==> src/design/mpsp_pkg.sv <==
`timescale 1ns / 1ps
`default_nettype none
// ----------------------------------------------------------------------------
// Multi-page shelf packer package
// Request and response payload types, status codes and parameter defaults.
// ----------------------------------------------------------------------------
package mpsp_pkg;

   // Default sizes of the page store.
   localparam int DEF_PAGE_EXTENT = 2048;
   localparam int DEF_PAD         = 1;
   localparam int DEF_MAX_PAGES   = 8;

   // Response status codes.
   localparam logic [1:0] STATUS_PLACED    = 2'd0;
   localparam logic [1:0] STATUS_EMPTY     = 2'd1;
   localparam logic [1:0] STATUS_TOO_LARGE = 2'd2;
   localparam logic [1:0] STATUS_NO_PAGE   = 2'd3;

   // One rectangle to place.
   typedef struct packed {
      logic [11:0] rect_width;
      logic [11:0] rect_height;
      logic        is_color;
   } req_type;

   // Placement result for one rectangle.
   typedef struct packed {
      logic [1:0]  status;
      logic [2:0]  page_index;
      logic [10:0] x_pos;
      logic [10:0] y_pos;
      logic        opened_page;
   } rsp_type;

endpackage
`default_nettype wire

==> src/design/multi_page_shelf_packer.sv <==
`timescale 1ns / 1ps
`default_nettype none
// ----------------------------------------------------------------------------
// Multi-page shelf packer
// Places padded rectangles into square pages with shelf packing.
// ----------------------------------------------------------------------------
// Usage:
// A request carries a rectangle size and its color class. It is accepted when
// req_valid is high and req_stall is low. Each request yields exactly one
// response on the rsp_ channel, taken when rsp_valid is high and rsp_stall is
// low. The block handles one request at a time and holds req_stall high while
// it works. Empty and oversized rectangles go from idle straight to the done
// state. Otherwise the shared fit comparator walks the open pages one per cycle
// from a page memory with a registered read; a fitting request then passes
// through the place state, and every request passes through the done state
// before its response is loaded into the output register. A new request may
// be accepted while the previous response still waits in the output register.
// When the receiver stalls, the response holds; a finished request then waits
// until the output register is free. Reset empties all pages at once: pages
// open in index order, so a count of open pages marks which memory entries are valid.
// ----------------------------------------------------------------------------
module multi_page_shelf_packer #(
   parameter int PAGE_EXTENT = mpsp_pkg::DEF_PAGE_EXTENT,
   parameter int PAD         = mpsp_pkg::DEF_PAD,
   parameter int MAX_PAGES   = mpsp_pkg::DEF_MAX_PAGES
) (
   input  wire                clock,
   input  wire                reset,
   input  wire                req_valid,
   output logic               req_stall,
   input  mpsp_pkg::req_type  req_data,
   output logic               rsp_valid,
   input  wire                rsp_stall,
   output mpsp_pkg::rsp_type  rsp_data
);
   import mpsp_pkg::*;

   // Widths derived from the page geometry and the page count.
   localparam int EXT_W = $clog2(PAGE_EXTENT + 1);
   localparam int SUM_W = ((EXT_W > 13) ? EXT_W : 13) + 2;
   localparam int IDX_W = (MAX_PAGES > 1) ? $clog2(MAX_PAGES) : 1;
   localparam int CNT_W = $clog2(MAX_PAGES + 1);
   localparam logic [SUM_W-1:0] EXT_SUM  = SUM_W'(PAGE_EXTENT);
   localparam logic [CNT_W-1:0] PAGE_CNT = CNT_W'(MAX_PAGES);

   // Sequencer states.
   localparam logic [1:0] S_IDLE  = 2'd0;
   localparam logic [1:0] S_SCAN  = 2'd1;
   localparam logic [1:0] S_PLACE = 2'd2;
   localparam logic [1:0] S_DONE  = 2'd3;

   // Shelf state of one page.
   typedef struct packed {
      logic             cls;
      logic [EXT_W-1:0] rx;
      logic [EXT_W-1:0] ry;
      logic [EXT_W-1:0] rh;
   } page_type;

   logic [1:0]       state_ff, state_in;
   logic [12:0]      pw_ff, pw_in;
   logic [12:0]      ph_ff, ph_in;
   logic             cls_ff, cls_in;
   logic [CNT_W-1:0] scan_idx_ff, scan_idx_in;
   logic             rd_valid_ff, rd_valid_in;
   logic [IDX_W-1:0] rd_idx_ff, rd_idx_in;
   page_type         rd_data_ff;
   page_type         tgt_ff, tgt_in;
   logic [IDX_W-1:0] tgt_idx_ff, tgt_idx_in;
   logic             opened_ff, opened_in;
   logic [CNT_W-1:0] open_count_ff, open_count_in;
   rsp_type          res_ff, res_in;
   logic             rsp_valid_ff, rsp_valid_in;
   rsp_type          rsp_data_ff, rsp_data_in;

   page_type         page_mem [MAX_PAGES];
   logic             rd_issue;
   logic             mem_we;
   page_type         wr_entry;

   logic             accept;
   logic             out_free;
   logic [12:0]      req_pw;
   logic [12:0]      req_ph;
   logic             same_row;
   logic             next_row;
   logic             hit;
   logic             wrap;
   logic [EXT_W-1:0] place_x;
   logic [EXT_W-1:0] place_y;
   logic [EXT_W-1:0] place_h;
   logic [EXT_W-1:0] next_x;

   assign req_stall = (state_ff != S_IDLE);
   assign accept    = req_valid && !req_stall;
   assign out_free  = !rsp_valid_ff || !rsp_stall;
   assign rsp_valid = rsp_valid_ff;
   assign rsp_data  = rsp_data_ff;

   // Padded size of the incoming rectangle.
   assign req_pw = 13'(req_data.rect_width) + 13'(PAD);
   assign req_ph = 13'(req_data.rect_height) + 13'(PAD);

   // Shared fit comparator, applied to the page read in the previous cycle.
   assign same_row = (SUM_W'(rd_data_ff.rx) + SUM_W'(pw_ff) <= EXT_SUM) &&
                     (SUM_W'(rd_data_ff.ry) + SUM_W'(ph_ff) <= EXT_SUM);
   assign next_row = (SUM_W'(pw_ff) <= EXT_SUM) &&
                     (SUM_W'(rd_data_ff.ry) + SUM_W'(rd_data_ff.rh) + SUM_W'(ph_ff)
                      <= EXT_SUM);
   assign hit      = rd_valid_ff && (rd_data_ff.cls == cls_ff) && (same_row || next_row);

   // Placement on the chosen page; a full row is closed first.
   assign wrap    = (SUM_W'(tgt_ff.rx) + SUM_W'(pw_ff)) > EXT_SUM;
   assign place_x = wrap ? '0 : tgt_ff.rx;
   assign place_y = wrap ? EXT_W'(SUM_W'(tgt_ff.ry) + SUM_W'(tgt_ff.rh)) : tgt_ff.ry;
   assign place_h = (wrap || (SUM_W'(tgt_ff.rh) < SUM_W'(ph_ff))) ? EXT_W'(ph_ff)
                                                                     : tgt_ff.rh;
   assign next_x  = EXT_W'(SUM_W'(place_x) + SUM_W'(pw_ff));

   assign rd_issue = (state_ff == S_SCAN) && (scan_idx_ff < open_count_ff);
   assign mem_we   = (state_ff == S_PLACE);
   always_comb begin
      wr_entry.cls = cls_ff;
      wr_entry.rx  = next_x;
      wr_entry.ry  = place_y;
      wr_entry.rh  = place_h;
   end

   // Sequencer next-state logic.
   always_comb begin
      state_in      = state_ff;
      pw_in         = pw_ff;
      ph_in         = ph_ff;
      cls_in        = cls_ff;
      scan_idx_in   = scan_idx_ff;
      rd_valid_in   = 1'b0;
      rd_idx_in     = rd_idx_ff;
      tgt_in        = tgt_ff;
      tgt_idx_in    = tgt_idx_ff;
      opened_in     = opened_ff;
      open_count_in = open_count_ff;
      res_in        = res_ff;
      rsp_valid_in  = rsp_valid_ff && rsp_stall;
      rsp_data_in   = rsp_data_ff;
      unique case (state_ff)
         S_IDLE: begin
            if (accept) begin
               pw_in       = req_pw;
               ph_in       = req_ph;
               cls_in      = req_data.is_color;
               scan_idx_in = '0;
               res_in      = '0;
               priority if (req_data.rect_width == 12'd0 ||
                            req_data.rect_height == 12'd0) begin
                  res_in.status = STATUS_EMPTY;
                  state_in      = S_DONE;
               end else if (SUM_W'(req_pw) > EXT_SUM || SUM_W'(req_ph) > EXT_SUM) begin
                  res_in.status = STATUS_TOO_LARGE;
                  state_in      = S_DONE;
               end else begin
                  state_in = S_SCAN;
               end
            end
         end
         S_SCAN: begin
            // Keep one page read in flight while the previous one is tested.
            if (rd_issue) begin
               rd_valid_in = 1'b1;
               rd_idx_in   = scan_idx_ff[IDX_W-1:0];
               scan_idx_in = scan_idx_ff + 1'b1;
            end
            priority if (hit) begin
               rd_valid_in = 1'b0;
               tgt_in      = rd_data_ff;
               tgt_idx_in  = rd_idx_ff;
               opened_in   = 1'b0;
               state_in    = S_PLACE;
            end else if (!rd_valid_ff && !rd_issue) begin
               // No open page fits: open the next one or give up.
               if (open_count_ff < PAGE_CNT) begin
                  tgt_in     = '0;
                  tgt_idx_in = open_count_ff[IDX_W-1:0];
                  opened_in  = 1'b1;
                  state_in   = S_PLACE;
               end else begin
                  res_in.status = STATUS_NO_PAGE;
                  state_in      = S_DONE;
               end
            end
         end
         S_PLACE: begin
            if (opened_ff) begin
               open_count_in = open_count_ff + 1'b1;
            end
            res_in.status      = STATUS_PLACED;
            res_in.page_index  = 3'(tgt_idx_ff);
            res_in.x_pos       = 11'(place_x);
            res_in.y_pos       = 11'(place_y);
            res_in.opened_page = opened_ff;
            state_in           = S_DONE;
         end
         S_DONE: begin
            if (out_free) begin
               rsp_valid_in = 1'b1;
               rsp_data_in  = res_ff;
               state_in     = S_IDLE;
            end
         end
         default: begin
            state_in = S_IDLE;
         end
      endcase
   end

   // Page memory with a registered read port.
   always_ff @(posedge clock) begin
      if (mem_we) begin
         page_mem[tgt_idx_ff] <= wr_entry;
      end
      if (rd_issue) begin
         rd_data_ff <= page_mem[scan_idx_ff[IDX_W-1:0]];
      end
   end

   // Control registers.
   always_ff @(posedge clock) begin
      if (reset) begin
         state_ff      <= S_IDLE;
         rd_valid_ff   <= 1'b0;
         open_count_ff <= '0;
         rsp_valid_ff  <= 1'b0;
      end else begin
         state_ff      <= state_in;
         rd_valid_ff   <= rd_valid_in;
         open_count_ff <= open_count_in;
         rsp_valid_ff  <= rsp_valid_in;
      end
   end

   // Payload registers.
   always_ff @(posedge clock) begin
      pw_ff       <= pw_in;
      ph_ff       <= ph_in;
      cls_ff      <= cls_in;
      scan_idx_ff <= scan_idx_in;
      rd_idx_ff   <= rd_idx_in;
      tgt_ff      <= tgt_in;
      tgt_idx_ff  <= tgt_idx_in;
      opened_ff   <= opened_in;
      res_ff      <= res_in;
      rsp_data_ff <= rsp_data_in;
   end

`ifndef ASSERT_OFF
   // The open page count never passes the page store size.
   a_count_bound: assert property (@(posedge clock) disable iff (reset)
      open_count_ff <= PAGE_CNT)
      else $error("open page count exceeds page store");

   // A page under test is always one that is already open.
   a_read_open: assert property (@(posedge clock) disable iff (reset)
      rd_valid_ff |-> (CNT_W'(rd_idx_ff) < open_count_ff))
      else $error("tested page is not open");

   // Placement only follows a page scan.
   a_place_after_scan: assert property (@(posedge clock) disable iff (reset)
      (state_ff == S_PLACE) |-> ($past(state_ff) == S_SCAN))
      else $error("placement without scan");

   // The page count grows only in the cycle after opening a page.
   a_count_step: assert property (@(posedge clock) disable iff (reset)
      (open_count_ff != $past(open_count_ff)) |->
         ($past(state_ff) == S_PLACE && $past(opened_ff)))
      else $error("unexpected change of open page count");

   // A stalled response holds its payload.
   a_rsp_hold: assert property (@(posedge clock) disable iff (reset)
      (rsp_valid && rsp_stall) |=> (rsp_valid && $stable(rsp_data)))
      else $error("stalled response changed");
`endif

endmodule
`default_nettype wire
==> config.mk <==
export PLATFORM = sky130hd
export DESIGN_NAME = multi_page_shelf_packer
export DESIGN_NICKNAME = d
export VERILOG_FILES = /design/src/design/mpsp_pkg.sv /design/src/design/multi_page_shelf_packer.sv
export SDC_FILE = /design/constraint.sdc
export NUM_CORES = 1
export LEC_CHECK = 0
export ABC_AREA = 1
export BUFFER_PORTS_ARGS = -buffer_cell sky130_fd_sc_hd__buf_2
export CORE_MARGIN = 2
export CORE_UTILIZATION = 45
export CTS_BUF_LIST = sky130_fd_sc_hd__clkbuf_2 sky130_fd_sc_hd__clkbuf_4 sky130_fd_sc_hd__clkbuf_8
export DETAILED_ROUTE_END_ITERATION = 8
export PLACE_DENSITY = 0.64
export SLEW_MARGIN = 25
export SYNTH_ARGS = -nofsm -noshare
export SYNTH_HDL_FRONTEND = slang
export SYNTH_SLANG_ARGS = --single-unit
export TNS_END_PERCENT = 1
==> constraint.sdc <==
create_clock -name clock -period 4.92 [get_ports clock]
set_input_delay 0.246 -clock clock [delete_from_list [all_inputs] [get_ports clock]]
set_output_delay 0.246 -clock clock [all_outputs]
set_load 0.05 [all_outputs]
Word-level counts from Yosys, hierarchy flattened:

Memories as Yosys holds them, arrays and structs flattened. A register that Yosys moved wholly into a read port is not among the register bits.
Cells that the tools add are included.

* register bits after elaboration: 138
* bits in writable memories: 296
* output and inout bits: 30
* memories kept: 1

* add/subtract/negate cells: 11
* magnitude comparators: 10
* equality and inequality tests: 11
* multiplexer cells: 35
* bitwise logic cells: 1
* reductions and logical operators: 37

Memories
* page_mem: depth 8, width 37, read ports 1, clocked after memory_dff 1, wr ports 1, RTL line multi_page_shelf_packer.sv:76 `page_type page_mem [MAX_PAGES];`

Operator list (number)
* 36-bit two-way mux: 3
* 26-bit case mux with 2 select lines: 1
* 12-bit by 13-bit adder with 14-bit output: 3
* 14-bit by 12-bit <= comparator with 1-bit output (second input constant): 3
* 12-bit two-way mux: 3
* 28-bit two-way mux: 1
* 12-bit by 1-bit adder with 13-bit output (second input constant): 2
* 13-bit by 12-bit > comparator with 1-bit output (second input constant): 2
* 12-bit adder: 2
* 12-bit zero test: 2
* 2-bit two-way mux: 11
* 13-bit by 13-bit adder with 14-bit output: 1
* 14-bit by 12-bit > comparator with 1-bit output (second input constant): 1
* 12-bit by 12-bit adder with 13-bit output: 1
* 13-bit by 12-bit <= comparator with 1-bit output (second input constant): 1
* 12-bit by 13-bit less-than comparator with 1-bit output: 1
* 2-bit != test (second input constant): 5
* 2-bit AND reduction: 5
* 2-bit nonzero test: 5
* 3-bit two-way mux: 3
* 3-bit AND reduction: 3
* 4-bit by 1-bit adder with 4-bit output (second input constant): 2
* 1-bit logical AND: 8
* 1-bit two-way mux: 8
* other kinds (18): 28

Depth between registers and ports, before layout:

* word-level depth: 8
* gate-level depth with buffers: 29

Least setup slack after synthesis:

Ideal clock, no wire load.

* path kind: flip-flop to flip-flop
* start point: reg scan_idx_ff[1]
* end point: reg opened_ff, enable pin
* setup time: 0.500 ns
* data arrival time: 4.887 ns
* data required time: 4.420 ns
* path slack: -0.466 ns
* stages on the path, launching flop included: 7
* path buffers: 0
* path through: edfxtp_1 > ha_1 > a21boi_0 > o211ai_1 > nand3_1 > inv_1 > o32ai_1

* word-level cells in the longest chain between the ends: 6

RTL lines
* start: declaration: RTL line multi_page_shelf_packer.sv:64 `logic [CNT_W-1:0] scan_idx_ff, scan_idx_in;`
* start signal: assignment: RTL line multi_page_shelf_packer.sv:245 `scan_idx_ff <= scan_idx_in;`
* 4-bit less-than comparator: RTL line multi_page_shelf_packer.sv:120 `assign rd_issue = (state_ff == S_SCAN) && (scan_idx_ff < open_count_ff);`
* 1-bit logical AND: RTL line multi_page_shelf_packer.sv:120
* via rd_issue: RTL line multi_page_shelf_packer.sv:77 `logic rd_issue;`
* 1-bit zero test: RTL line multi_page_shelf_packer.sv:178 `end else if (!rd_valid_ff && !rd_issue) begin`
* 1-bit logical AND: RTL line multi_page_shelf_packer.sv:178
* 2-bit nonzero test (no source line)
* 3-bit AND reduction (no source line)
* end signal: assignment: RTL line multi_page_shelf_packer.sv:249 `opened_ff <= opened_in;`
* end: declaration: RTL line multi_page_shelf_packer.sv:70 `logic opened_ff, opened_in;`

The timed path passes the listed nets, and every way through them passes these cells.
A chain may end at the register's enable or synchronous reset.

Worst setup path in the final report:

* start point: reg pw_ff[0]
* end point: mem page_mem[2][34] (netlist bit), data pin

* word-level cells in the longest chain between the ends: 4

RTL lines
* start: declaration: RTL line multi_page_shelf_packer.sv:61 `logic [12:0] pw_ff, pw_in;`
* start signal: assignment: RTL line multi_page_shelf_packer.sv:242 `pw_ff <= pw_in;`
* 12-bit by 13-bit adder with 14-bit output: RTL line multi_page_shelf_packer.sv:113 `assign wrap = (SUM_W'(tgt_ff.rx) + SUM_W'(pw_ff)) > EXT_SUM;`
* 14-bit by 12-bit > comparator with 1-bit output: RTL line multi_page_shelf_packer.sv:113
* 12-bit two-way mux: RTL line multi_page_shelf_packer.sv:114 `assign place_x = wrap ? '0 : tgt_ff.rx;`
* via place_x[0]: RTL line multi_page_shelf_packer.sv:89 `logic [EXT_W-1:0] place_x;`
* 12-bit adder: RTL line multi_page_shelf_packer.sv:118 `assign next_x = EXT_W'(SUM_W'(place_x) + SUM_W'(pw_ff));`
* via next_x[10]: RTL line multi_page_shelf_packer.sv:92 `logic [EXT_W-1:0] next_x;`
* end: declaration: RTL line multi_page_shelf_packer.sv:76

The timed path passes the listed nets, and every way through them passes these cells.

==> summary.md <==
| Metric | Value |
|---|---|
| Maximum vdd ir drop | `0.355 mV` |
| Port bufs | `58` |
| Startpoint Class | `register` |
| Drt drc | `0` |
| Worst slew margin | `36.0%` |
| CTS tree | `yes` |
| Async set or reset register ratio after synthesis | `0%` |
| DP HPWL | `35900 um` |
| #FFs+latches synth | `471` |
| Top-area cell type share of the netlist area | `60.9%` |
| Final core occ | `51.8%` |
| Crit path max fanout | `10` |
| Io pins | `59` |
| 1st-iter DRT viols | `1379` |
| Die area | `0.0525 mm2` |
| Commonest non-fill, non-tap cell in the layout | `edfxtp_1` |
| Power Total | `17100 uW` |
| Hold Path Depth | `2` |
| Critical path endpoint category | `register` |
| Fin crit period | `4560 ps` |
| Post-synth net total | `2297` |
| Synthesized area | `0.0228 mm2` |
| Most frequent cells in the layout | `463 x edfxtp_1, 405 x nor2_1, 283 x nand2_1, 227 x inv_1, 176 x o21ai_0` |
| Post-synth EDFFs | `463` |
| Post-synth top area cell | `edfxtp_1` |
| Largest net degree at the start of global routing | `153` |
| Number of global-route vias before repair | `15254` |
| Largest cells by area after synthesis | `edfxtp_1 61%, nor2_1 6.8%, ha_1 5.2%, nand2_1 4.7%, o21ai_0 3.9%` |
| FMAX | `220 MHz` |
| Clock Latency Late Sink | `670 ps` |
| Fin worst setup slack | `365 ps` |
| Core box area | `0.0501 mm2` |
| Final setup viols | `0` |
| Pre-CTS setup slack | `78.0 ps` |
| Slew Viols, Final | `0` |
| Finished Layout Cells | `3013` |
| Routed WL | `55100 um` |
| Run status | `finished clean` |
| Hold Path Class | `input port to register` |
| RSZ-0062 raised after global routing | `no` |
| Area delta synth->final | `13.7%` |
| Vias per cell | `5.28` |
| DR vias | `15915` |
| Final period util | `92.6%` |
| Max Cap Viol | `0` |
| Critical path class | `register to register` |
| Cts bufs inserted | `77` |
| Unique masters post-synth | `47` |
| GPL Wtd Cong | `0.902` |
| TritonRoute pass-1 iters | `5` |
| Share of layout cells above drive strength 1 | `11.5%` |
| CTS clk-pin slew, worst paths | `60 ps` |
| Worst clock skew | `29.5 ps` |
| Worst slew pin tran | `952 ps` |
| Cells after DPL | `2845` |
| Initial Util | `45.6%` |
| Crit path DAT | `4960 ps` |
| Clock Sinks | `471` |
| Reg2reg path depth | `26` |
| Leak pwr | `0.0102 uW` |
| Global-route wire length before repair | `86200 um` |
| Cell row count | `82` |
| DIE WIDTH | `229 um` |
| Routed len/inst | `18.3 um` |
| Required time of the critical path | `5320 ps` |
| H-tree level count | `3` |
| Nets | `2419` |
| CTS root buffer | `clkbuf_8` |
| Worst-case clock buffer depth | `3` |
| Die Height | `229 um` |
| Total grt overflow | `0` |
| Sequential fraction of the synthesis area | `61.6%` |
| GRT Overall Usage | `21.2%` |
| Initial antenna violation count | `1` |
| Antenna-violating nets left | `0` |
| Setup TNS | `0 ps` |
| Mapped Cells | `2156` |
| Main synth FF type | `edfxtp_1` |
| Avg Cell Area, Syn | `10.6 um2` |
| Fin. Hold Viols | `0` |
| Syn. warnings | `0` |
| P per Cell Area | `659 mW/mm2` |
## metrics by stage
stage          hold WS, ps  cell area, um2
3_5_place_dp           405           24000
5_1_grt               30.8           25900
3_3_place_gp           401           24000
6_report              35.5           25900
4_1_cts               3.81           25900
2_1_floorplan          315           22800
## final timing paths
| check | from | endpoint | slack (ps) |
|---|---|---|---|
| setup reg to reg | pw_ff[0]$_DFFE_PP_ | page_mem[2][34]$_DFFE_PP_ | 360 |
| setup / recovery | pw_ff[0]$_DFFE_PP_ | page_mem[2][34]$_DFFE_PP_ | 360 |
| hold / removal | rsp_stall | rsp_data[24]$_DFFE_PP_ | 40 |
| hold reg to reg | res_ff[15]$_SDFFCE_PN0P_ | rsp_data[15]$_DFFE_PP_ | 410 |
## critical path, cell delays in order, from the launching register on
cell	delay, ps
edfxtp_1	420
ha_1	190
inv_1	50
fa_1	400
nand3b_1	180
nand2_1	160
a21oi_2	90
o21ai_2	180
a21oi_1	110
or2_0	200
nand3_1	90
nor2_1	40
nand3_1	100
nand2_4	60
inv_2	160
nor2_1	70
ha_1	210
fa_1	430
a31oi_2	200
o21ai_0	180
nand3_1	110
nand2_1	80
a21oi_1	140
nor2_1	60
nor2_2	130
xor2_2	90
buf_4	160
## power by group
group          leakage, uW  switching (uW)  internal [uW]
Sequential         0.00431             394           6150
Clock             0.000857            1620           2050
Combinational      0.00507            4870           2010
Total               0.0102            6880          10200
## synthesized netlist by cell type, types with 4 or more instances
library cell and n:
a21o_1 4, a21oi_1 75, a31oi_1 42, buf_1 11
buf_6 5, clkbuf_1 51, dfxtp_1 8, edfxtp_1 463
fa_1 18, ha_1 94, inv_1 233, nand2_1 283
nand2_2 7, nand3_1 76, nand3b_1 14, nand4_1 21
nor2_1 414, nor3_1 13, nor3_2 10, o21ai_0 178
o21ai_2 11, o22ai_1 38, xnor2_1 15, xor2_1 41
## routing by layer
metal,vias to the layer above,GRT usage (%),wire length [um]
met5,-,0,0
met4,0,6.09,1120
met3,76,3.46,4000
met2,520,33.3,25100
met1,7643,30.5,24900
li1,7676,-,-
## kinds of logic after synthesis
| family | synth area share [%] |
|---|---|
| and+or+nand+nor | 15.4 |
| xor gates and xnor gates | 2.22 |
| buffers and inverters | 5.21 |
| adders and majority gates | 6.73 |
| AOI/OAI and AO/OA | 8.84 |
| DFF | 61.6 |
## timing repair
action / in CTS / in global routing
endpoints found under the hold margin: 27 / 0
gates resized for setup: 0 / 6
setup endpoints to repair: 0 / 24
hold buffers: 24 / 0
buffers inserted: 0 / 1
## registers in the layout, summed over array words and instances (netlist names), 4 cells and up
register       flops
tgt_ff            36
pw_ff             13
rsp_data          28
scan_idx_ff        4
res_ff            28
open_count_ff      4
rd_data_ff        37
ph_ff             13
page_mem         296
## cell type report
class	count	area, um2
antenna	1	2.50
clock buffer	91	1180
clock inverter	50	483
fill	4397	24100
inverter	234	881
multi-input combinational	1380	7680
sequential	471	14100
tap	672	841
timing repair buffer	114	803
No activity file was read; power rests on OpenSTA's default activity.
